## config.mk

```make
export PLATFORM = sky130hd
export DESIGN_NAME = msq_seq
export DESIGN_NICKNAME = d
export VERILOG_FILES = /design/src/design/msq_pkg.sv /design/src/design/msq_seq.sv
export SDC_FILE = /design/constraint.sdc
export NUM_CORES = 1
export LEC_CHECK = 0
export BUFFER_PORTS_ARGS = -buffer_cell sky130_fd_sc_hd__buf_2
export CAP_MARGIN = 20
export CORE_UTILIZATION = 40
export CTS_CLUSTER_SIZE = 12
export DETAILED_ROUTE_END_ITERATION = 16
export SYNTH_ARGS = -nofsm -noshare
export SYNTH_HDL_FRONTEND = slang
export SYNTH_SLANG_ARGS = --single-unit
```

## constraint.sdc

```tcl
create_clock -name clk -period 2.1 [get_ports clk]
set_input_delay 0.21 -clock clk [delete_from_list [all_inputs] [get_ports clk]]
set_output_delay 0.21 -clock clk [all_outputs]
set_load 0.05 [all_outputs]
```

## src/design/msq_pkg.sv

```systemverilog
// ----------------------------------------------------------------------------
// msq_pkg: shared types, constants and microprogram
// Control word layout, step addresses, status flags and the microcode ROM
// of the minimum square-sum counter.
// ----------------------------------------------------------------------------
`default_nettype none

package msq_pkg;

  localparam int QUERY_W = 14;
  localparam int COUNT_W = 3;
  localparam int STEP_W  = 4;

  localparam logic [COUNT_W-1:0] ERR_CODE  = 3'd7;
  localparam logic [COUNT_W-1:0] BEST_INIT = 3'd7;

  typedef logic [STEP_W-1:0] step_t;

  // Microprogram addresses
  localparam step_t S_IDLE      = 4'd0;
  localparam step_t S_CHK_RANGE = 4'd1;
  localparam step_t S_CHK_FILL  = 4'd2;
  localparam step_t S_INIT      = 4'd3;
  localparam step_t S_SCAN      = 4'd4;
  localparam step_t S_WRITE     = 4'd5;
  localparam step_t S_LOOKUP    = 4'd6;
  localparam step_t S_RESOLVE   = 4'd7;
  localparam step_t S_ERR       = 4'd8;
  localparam step_t S_DONE      = 4'd9;

  typedef enum logic [3:0] {
    OP_NOP,
    OP_ACCEPT,
    OP_INIT,
    OP_SCAN,
    OP_WRITE,
    OP_LOOKUP,
    OP_RESOLVE,
    OP_ERR,
    OP_EMIT
  } op_t;

  typedef enum logic [2:0] {
    COND_ALWAYS,
    COND_IN_VALID,
    COND_OVER,
    COND_CACHED,
    COND_SQ_GT,
    COND_OUT_FREE
  } cond_t;

  typedef struct packed {
    op_t   op;
    cond_t cond;
    step_t t_true;
    step_t t_false;
  } ucode_t;

  typedef struct packed {
    logic in_valid;
    logic over;
    logic cached;
    logic sq_gt;
    logic out_free;
  } flags_t;

  function automatic ucode_t ucode_rom(input step_t step);
    ucode_t w;
    w = '{op: OP_NOP, cond: COND_ALWAYS, t_true: S_IDLE, t_false: S_IDLE};
    unique case (step)
      S_IDLE:      w = '{OP_ACCEPT,  COND_IN_VALID, S_CHK_RANGE, S_IDLE};
      S_CHK_RANGE: w = '{OP_NOP,     COND_OVER,     S_ERR,       S_CHK_FILL};
      S_CHK_FILL:  w = '{OP_NOP,     COND_CACHED,   S_LOOKUP,    S_INIT};
      S_INIT:      w = '{OP_INIT,    COND_ALWAYS,   S_SCAN,      S_SCAN};
      S_SCAN:      w = '{OP_SCAN,    COND_SQ_GT,    S_WRITE,     S_SCAN};
      S_WRITE:     w = '{OP_WRITE,   COND_ALWAYS,   S_CHK_FILL,  S_CHK_FILL};
      S_LOOKUP:    w = '{OP_LOOKUP,  COND_ALWAYS,   S_RESOLVE,   S_RESOLVE};
      S_RESOLVE:   w = '{OP_RESOLVE, COND_ALWAYS,   S_DONE,      S_DONE};
      S_ERR:       w = '{OP_ERR,     COND_ALWAYS,   S_DONE,      S_DONE};
      S_DONE:      w = '{OP_EMIT,    COND_OUT_FREE, S_IDLE,      S_DONE};
      default:     w = '{OP_NOP,     COND_ALWAYS,   S_IDLE,      S_IDLE};
    endcase
    return w;
  endfunction

endpackage

`default_nettype wire

```

## src/design/msq_seq.sv

```systemverilog
// ----------------------------------------------------------------------------
// msq_seq: microcode sequencer
// Step counter and control ROM; picks the next step from the datapath flags.
// ----------------------------------------------------------------------------
`default_nettype none

module msq_seq (
  input  wire logic            clk,
  input  wire logic            rst,
  input  wire msq_pkg::flags_t flags,
  output      msq_pkg::ucode_t ctrl
);

  msq_pkg::step_t step;
  msq_pkg::step_t step_next;
  logic           taken;

  assign ctrl = msq_pkg::ucode_rom(step);

  always_comb begin
    unique case (ctrl.cond)
      msq_pkg::COND_ALWAYS:   taken = 1'b1;
      msq_pkg::COND_IN_VALID: taken = flags.in_valid;
      msq_pkg::COND_OVER:     taken = flags.over;
      msq_pkg::COND_CACHED:   taken = flags.cached;
      msq_pkg::COND_SQ_GT:    taken = flags.sq_gt;
      msq_pkg::COND_OUT_FREE: taken = flags.out_free;
      default:                taken = 1'b1;
    endcase
    step_next = taken ? ctrl.t_true : ctrl.t_false;
  end

  always_ff @(posedge clk) begin
    if (rst) begin
      step <= msq_pkg::S_IDLE;
    end else begin
      step <= step_next;
    end
  end

endmodule

`default_nettype wire

```

==> flow_summary.ini, run 1 <==
[floorplanning]
start_util_pct = 44.5
std_cell_rows = 16
core-area_mm2 = 0.00204
dieArea_mm2 = 0.00247
die_x_um = 49.7
io_pins = 22
die_h_um = 49.7

[clocking]
path_clk_slew_ns = 0.10
cts_buffers = 3
clock_latency_ns = 0.28
hold_buffers = 0
clk_path_buf_depth = 2
clock_tree.root_cell = clkbuf_4
cts.sinks = 15
cts_tree = done
h-tree-depth = 1
post-cts-setup-buffer-count = 0
cts-resized-gates = 0

[grt]
grt-ovfl-total = 0
grt_pass1_wl_um = 3320
grt.total_usage_pct = 17.7
grt_pass1_vias = 739
grt_start_max_net_pins = 9
antenna_found_initial = 0

[power]
p_switching_w = 0.000969
comb_power_share_pct = 62.7
seq_power_share_pct = 28.2
swShare_pct = 52.1
power_density_mw_per_mm2 = 1690
irDropWorstVdd_mv = 0.925
p_leak_nw = 0.515
internal_power_w = 0.000892
clock_power_share_pct = 9.1

[final_layout]
drive_gt1_share_pct = 34.1
final_nets = 136
largest_reg_flops = 15
design_area_mm2 = 0.00110
n_antenna_cell = 0
area_growth_pct = 21.3

[sta]
fin_setup_tns_ns = 0
rsz0062_at_grt = false
slew_headroom_pct = 77.2
finalHoldViolCount = 0
fin_crit_ns = 1.97
finalCritPeriodShare_pct = 93.8
drv_slew = 0
fin_skew_ns = 0.00523
setup_violations = 0
worst_slew_pin_slew_ns = 0.341
maxClockFrequency_mhz = 508
setup_ws_ns = 0.131

[drt]
routedWlPerCell_um = 13.3
firstDrtPassIters = 4
num_vias = 763
drc_errors = 0
ant_nets = 0
routed_wl_um = 1990
drt_iter0_markers = 5
drt-vias-per-instance = 5.09

[synth]
synth_cells = 97
syn_area_per_cell_um2 = 9.38
ys_types = 36
synth_top_area_share_pct = 33.0
synthTopCellsByArea = dfxtp_1 (33%), mux2i_1 (13%), ha_1 (6.9%), a21oi_1 (4.4%), inv_1 (2.9%)
syn-num-nets = 109
synth_seq_area_share_pct = 33.0
ys_warn_count = 0
synth_area_leader_cell = dfxtp_1
yosys_register_bits = 15
synth_area_um2 = 910

[worst_setup_path]
crit_chain = nand2b_1, a221oi_2, o22ai_4, mux2i_1, or2_1, ha_1, mux2i_1, o21ai_1
worst_setup_path_start_kind = register
worstPathArrival_ns = 2.14
cpPeakStageDelay_ns = 0.38
worstPathMaxFanout = 6
critical_path_required_ns = 2.27
crit_family = compound AO/OA/AOI/OAI gates
worstSetupEndpointType = register
path_class = reg -> reg
path_buf_inv = 0
cp_common_cell = mux2i_1
critPathSlowestCell = dfxtp_4

[placed_design]
io_buffers = 21
post-place-ws_ns = 0.115
hpwl_um = 1560
routabilityCongestion = 0.789
dpl-instance-area_mm2 = 0.00108

[job]
cap_violations = 0

[min_path]
hp-class = in -> reg

[outcome]
status = complete, no violations
## path summary, 6_finish.rpt
path	from	endpoint	cells after the start	slack (ns)
worst max register to register	ctrl[9]	ctrl[12]	8	0.13
worst min register to register	ctrl[0]	ctrl[6]	3	0.75
worst min-delay path	rst	ctrl[4]	3	0.24
worst max-delay path	ctrl[9]	ctrl[12]	8	0.13
## metal layers
layer  vias up  routed length (um)  global-route usage [%]
met5         -                   0                       0
met4         0                  14                    6.67
met3         2                  63                    3.70
met2        18                 939                    30.2
met1       350                 973                    21.7
li1        393                   -                       -
## per-stage QoR
step | power (W) | cells | util [%] | hold slack [ns]
floorplan | 0.00145 | 97 | - | 0.307
global placement | 0.00169 | 146 | 52.8 | 0.530
detailed placement | 0.00170 | 146 | 52.8 | 0.525
CTS | 0.00187 | 150 | 54.0 | 0.234
global route | 0.00197 | 150 | 54.0 | 0.237
finish | 0.00186 | 150 | 54.0 | 0.240
## power groups by stage
| stage | combinational [W] | sequential [W] | clock (W) |
|---|---|---|---|
| floorplan | 0.000609 | 0.000837 | 0 |
| global placement | 0.00117 | 0.000527 | 0 |
| detailed placement | 0.00116 | 0.000531 | 0 |
| CTS | 0.00117 | 0.000526 | 0.000171 |
| global route | 0.00124 | 0.000542 | 0.000190 |
| finish | 0.00117 | 0.000525 | 0.000170 |
## area by class of cell
cell class,count,area [um^2]
fillers,199,938
flip-flops and latches,15,312
multi-input cells,72,574
repair buffers,24,128
clock buffers,4,26.3
well taps,27,33.8
inverters,8,30.0
## cell usage after synthesis
cell type  instances
mux2i_1           12
ha_1               5
and3_1             1
a21oi_1            8
nand3b_1           1
nor3b_1            1
inv_1              7
mux2i_2            1
nor2_2             1
o22ai_4            1
and2_1             1
a22o_1             2
and3b_1            1
o21ai_0            1
mux2_4             1
nand2_1            5
dfxtp_1           15
a21boi_0           1
o21ai_1            3
or2_2              1
a211oi_1           3
a22oi_1            1
o31ai_4            1
nand2b_1           3
nand3_1            1
mux2i_4            1
nor3_1             3
a21o_1             1
a221oi_2           1
nor2b_1            1
or2_1              1
or3_1              1
inv_2              1
nor2_1             7
buf_6              1
buf_1              1
## layout by cell type, fill, tap and decap left out, types with 2 or more instances in the layout
| master | n |
|---|---|
| inv_2 | 2 |
| buf_2 | 21 |
| nor2_1 | 7 |
| buf_4 | 3 |
| mux2i_1 | 12 |
| a211oi_1 | 2 |
| nand2b_1 | 3 |
| dfxtp_4 | 3 |
| a21oi_1 | 8 |
| o21ai_1 | 3 |
| a22o_1 | 2 |
| nand2_1 | 5 |
| dfxtp_1 | 12 |
| nor3_1 | 3 |
| ha_1 | 4 |
| inv_1 | 6 |
| clkbuf_4 | 3 |
## worst register-to-register path, delay by kind of cell (launching register included)
| kind | cells | cell delay [ns] |
|---|---|---|
| compound gates | 3 | 0.49 |
| fa+ha+maj | 1 | 0.34 |
| flops | 1 | 0.38 |
| mux | 2 | 0.28 |
| simple gates | 2 | 0.36 |
## logic make-up (layout without fill, tap and decap cells)
logic type | Yosys count | in the layout | share of synthesized area [%]
fa+ha+maj | 5 | 5 | 6.88
flops | 15 | 15 | 33.0
simple gates | 29 | 29 | 16.6
compound gates | 23 | 23 | 19.7
buf+inv | 10 | 36 | 4.95
mux | 15 | 15 | 18.8
Note: power is estimated with default switching activity, not from simulation.
==> run 2, diff against run 1 <==
- CTS_BUF_LIST: default -> sky130_fd_sc_hd__clkbuf_4
==> flow_summary.ini, run 2 (synthesis gave the netlist of run 1 again) <==
[outcome]
status = complete, no violations

[worst_setup_path]
worst_setup_path_start_kind = register
path_class = reg -> reg
critical_path_required_ns = 2.27
worstPathMaxFanout = 6
worstSetupEndpointType = register
worstPathArrival_ns = 2.14
r2r_slack_ns = 0.13

[grt]
grt_start_max_net_pins = 9
grt-ovfl-total = 0
antenna_found_initial = 0
grt.total_usage_pct = 17.8
grt_pass1_wl_um = 3330
grt_pass1_vias = 740

[sta]
maxClockFrequency_mhz = 508
finalCritPeriodShare_pct = 93.8
setup_violations = 0
fin_crit_ns = 1.97
fin_skew_ns = 0.00498
fin_setup_tns_ns = 0
finalHoldViolCount = 0
rsz0062_at_grt = false
drv_slew = 0
worst_slew_pin_slew_ns = 0.341
slew_headroom_pct = 77.2

[drt]
firstDrtPassIters = 4
routedWlPerCell_um = 13.3
routed_wl_um = 1990
num_vias = 766
drc_errors = 0
drt_iter0_markers = 5
ant_nets = 0
drt-vias-per-instance = 5.11

[clocking]
hold_buffers = 0
h-tree-depth = 1
clk_path_buf_depth = 2
cts.sinks = 15
cts_buffers = 3
post-cts-setup-buffer-count = 0
cts-resized-gates = 0
clock_tree.root_cell = clkbuf_4
cts_tree = done
clock_latency_ns = 0.28
path_clk_slew_ns = 0.09

[floorplanning]
std_cell_rows = 16
io_pins = 22
die_h_um = 49.7
start_util_pct = 44.5
core-area_mm2 = 0.00204
die_x_um = 49.7
dieArea_mm2 = 0.00247

[min_path]
hp-class = in -> reg

[final_layout]
n_antenna_cell = 0
fill_cells = 200
layout_common_cells = buf_2 (21), mux2i_1 (12), dfxtp_1 (12)
final_common_cell = buf_2
area_growth_pct = 21.7
final_nets = 136
largest_reg_flops = 15
layout.cells.non_filler = 150
drive_gt1_share_pct = 35.0

[job]
cap_violations = 0

[placed_design]
routabilityCongestion = 0.789
io_buffers = 21
dpl.cell_count = 146
hpwl_um = 1560

[power]
power_density_mw_per_mm2 = 1690
p_leak_nw = 0.518
irDropWorstVdd_mv = 0.986
## run 2: cell counts in the layout (fill, tap and decap cells not counted)
Identical to the previous run, type by type.
## run 2: metrics by stage
step,instance area [um^2],hold WS [ns],utilization [%],total power [W],worst slack [ns]
floorplan,931,0.307,-,0.00145,0.0155
global placement,1080,0.530,52.8,0.00169,0.117
detailed placement,1080,0.525,52.8,0.00170,0.115
CTS,1110,0.234,54.2,0.00188,0.126
global route,1110,0.239,54.2,0.00199,0.00228
finish,1110,0.241,54.2,0.00187,0.131
## run 2: layout make-up
type	instances	area, um^2	share of cell area [%]
well taps	27	33.8	3.05
repair buffers	24	128	11.5
inverters	8	30.0	2.71
clock buffers	4	30.0	2.71
multi-input cells	72	574	51.9
flip-flops and latches	15	312	28.1
## run 2: path summary, 6_finish.rpt
check | start | endpoint | cells after the start
worst max-delay path | ctrl[9] | ctrl[12] | 8
worst min-delay path | rst | ctrl[4] | 3
worst max register to register | ctrl[9] | ctrl[12] | 8
worst min register to register | ctrl[4] | ctrl[8] | 3
## run 2: per-layer routing
metal | global-route usage, % | wire, um | vias to the layer above
met4 | 6.67 | 13 | 0
met1 | 21.9 | 982 | 355
met5 | 0 | 0 | -
li1 | - | - | 393
met2 | 30.2 | 934 | 16
met3 | 3.70 | 60 | 2
## run 2: where the power goes
part | internal (W) | total, W | switching, W
Sequential | 0.000398 | 0.000524 | 0.000126
Clock | 0.0000866 | 0.000182 | 0.0000958
Combinational | 0.000420 | 0.00117 | 0.000747
## run 2: critical path: stages, from the launching register on
cell and delay, ns:
dfxtp_4 0.38, nand2b_1 0.07, a221oi_2 0.29, o22ai_4 0.13
mux2i_1 0.13, or2_1 0.29, ha_1 0.34, mux2i_1 0.15
o21ai_1 0.07
==> run 3, diff against run 2 <==
- REMOVE_ABC_BUFFERS: default -> 1
- SKIP_LAST_GASP: default -> 1
==> flow_summary.ini, run 3 (synthesis gave the netlist of run 1 again) <==
[floorplanning]
die_x_um = 49.7
start_util_pct = 44.5
io_pins = 22
die_h_um = 49.7
dieArea_mm2 = 0.00247
std_cell_rows = 16
core-area_mm2 = 0.00204

[worst_setup_path]
timing.rr.end = ctrl[13]
path_class = reg -> reg
reg2regPathDepth = 8
crit_family = compound AO/OA/AOI/OAI gates
r2r_slack_ns = 0.12
r2r-start = ctrl[9]
worstPathArrival_ns = 2.17
worstPathMaxFanout = 5
crit_chain = nand2b_1, a221oi_2, o22ai_4, nor2_1, a21oi_1, or2_2, ha_1, a22o_1
path_buf_inv = 0
cpPeakStageDelay_ns = 0.38
worstSetupEndpointType = register
worst_setup_path_start_kind = register
critPathSlowestCell = dfxtp_4
critical_path_required_ns = 2.29

[drt]
drc_errors = 0
drt_iter0_markers = 21
wl_met2_um = 997
routedWlPerCell_um = 13.9
num_vias = 793
wl_met3_um = 124
firstDrtPassIters = 4
wl_met1_um = 934
top_layer_used = met4
ant_nets = 0
drt-vias-per-instance = 5.29
routed_wl_um = 2080

[sta]
fin_skew_ns = 0.00807
slew_headroom_pct = 76.6
worst_slew_pin_slew_ns = 0.342
finalCritPeriodShare_pct = 94.2
finalHoldViolCount = 0
drv_slew = 0
fin_crit_ns = 1.98
maxClockFrequency_mhz = 506
setup_violations = 0

[final_layout]
final_nets = 136
final_common_cell = buf_2
layout.cells.non_filler = 150
multi_input_area_um2 = 602
layout_common_cells = buf_2 (21), dfxtp_1 (14), mux2i_1 (12)
n_antenna_cell = 0
seqCellArea_um2 = 304
area_growth_pct = 23.7
fill_cells = 209
drive_gt1_share_pct = 36.6
largest_reg_flops = 15

[placed_design]
routabilityCongestion = 0.809
dpl.cell_count = 146
hpwl_um = 1560
io_buffers = 21

[grt]
grt_pass1_wl_um = 3550
grt.total_usage_pct = 19.1
grt_pass1_vias = 798
antenna_found_initial = 0
grt_start_max_net_pins = 14
grt-ovfl-total = 0

[clocking]
hold_buffers = 0
h-tree-depth = 1
clock_tree.root_cell = clkbuf_4
clk_path_buf_depth = 2
cts_tree = done
post-cts-setup-buffer-count = 0
cts-resized-gates = 0
clock_latency_ns = 0.29
cts.sinks = 15
cts_buffers = 3
path_clk_slew_ns = 0.09

[outcome]
status = complete, no violations

[min_path]
whs_endpoint = ctrl[4]
hp-class = in -> reg
holdPathStages = 3
min_from = rst

[power]
power.total_w = 0.00190
irDropWorstVdd_mv = 0.756
p_leak_nw = 0.523
power_density_mw_per_mm2 = 1690

[job]
cap_violations = 0
[run 3: cell types whose count changed in the layout (fill, tap and decap cells not counted), sizes merged]
cell	before	now
clkinv	0	1
clkbuf	4	3
[run 3: power breakdown]
| group | total (W) | switching [W] | leakage (nW) | internal [W] |
|---|---|---|---|---|
| clock | 0.000169 | 0.0000978 | 0.0177 | 0.0000710 |
| combinational | 0.00121 | 0.000771 | 0.382 | 0.000442 |
| sequential | 0.000514 | 0.000122 | 0.124 | 0.000392 |
[run 3: worst max path at each step]
stage             start  endpoint  slack, ns  cells after the start
3_3_place_gp    ctrl[9]   ctrl[9]       0.05                      7
5_1_grt         ctrl[9]  ctrl[12]     -0.003                      9
4_1_cts         ctrl[9]  ctrl[12]       0.02                      8
3_5_place_dp    ctrl[9]  ctrl[12]       0.04                      8
6_report        ctrl[9]  ctrl[13]       0.12                      8
2_1_floorplan  ctrl[10]  ctrl[12]      -0.35                      7
[run 3: worst register-to-register path, delay by kind of cell (launching register included)]
kind / cells / cell delay [ns]
AOI/OAI and AO/OA: 4 / 0.73
adders and majority gates: 1 / 0.25
DFF: 1 / 0.38
and+or+nand+nor: 3 / 0.51
[run 3: metal layers]
| metal | up-vias | GRT usage (%) |
|---|---|---|
| met5 | - | 0 |
| met1 | 371 | 24.4 |
| met4 | 0 | 5.24 |
| li1 | 395 | - |
| met3 | 4 | 5.56 |
| met2 | 23 | 30.9 |
[run 3: metrics by stage]
stage               instance area [um^2]  hold WS [ns]  setup TNS (ns)  utilization (%)  worst slack (ns)
global placement                    1060         0.542               0             51.7            0.0517
detailed placement                  1060         0.529               0             51.7            0.0389
CTS                                 1080         0.220               0             53.1            0.0180
finish                              1120         0.246               0             55.1             0.122
global route                        1120         0.245        -0.00329             55.1          -0.00329
floorplan                            895         0.307           -3.81                -            -0.346
[run 3: final cells by class]
type	instances	area share, %
Timing Repair Buffer	24	11.3
Clock buffer	3	2.00
Inverter	8	2.67
Multi-Input combinational cell	72	53.5
Sequential cell	15	27.0
Clock inverter	1	0.445
Tap cell	27	3.00
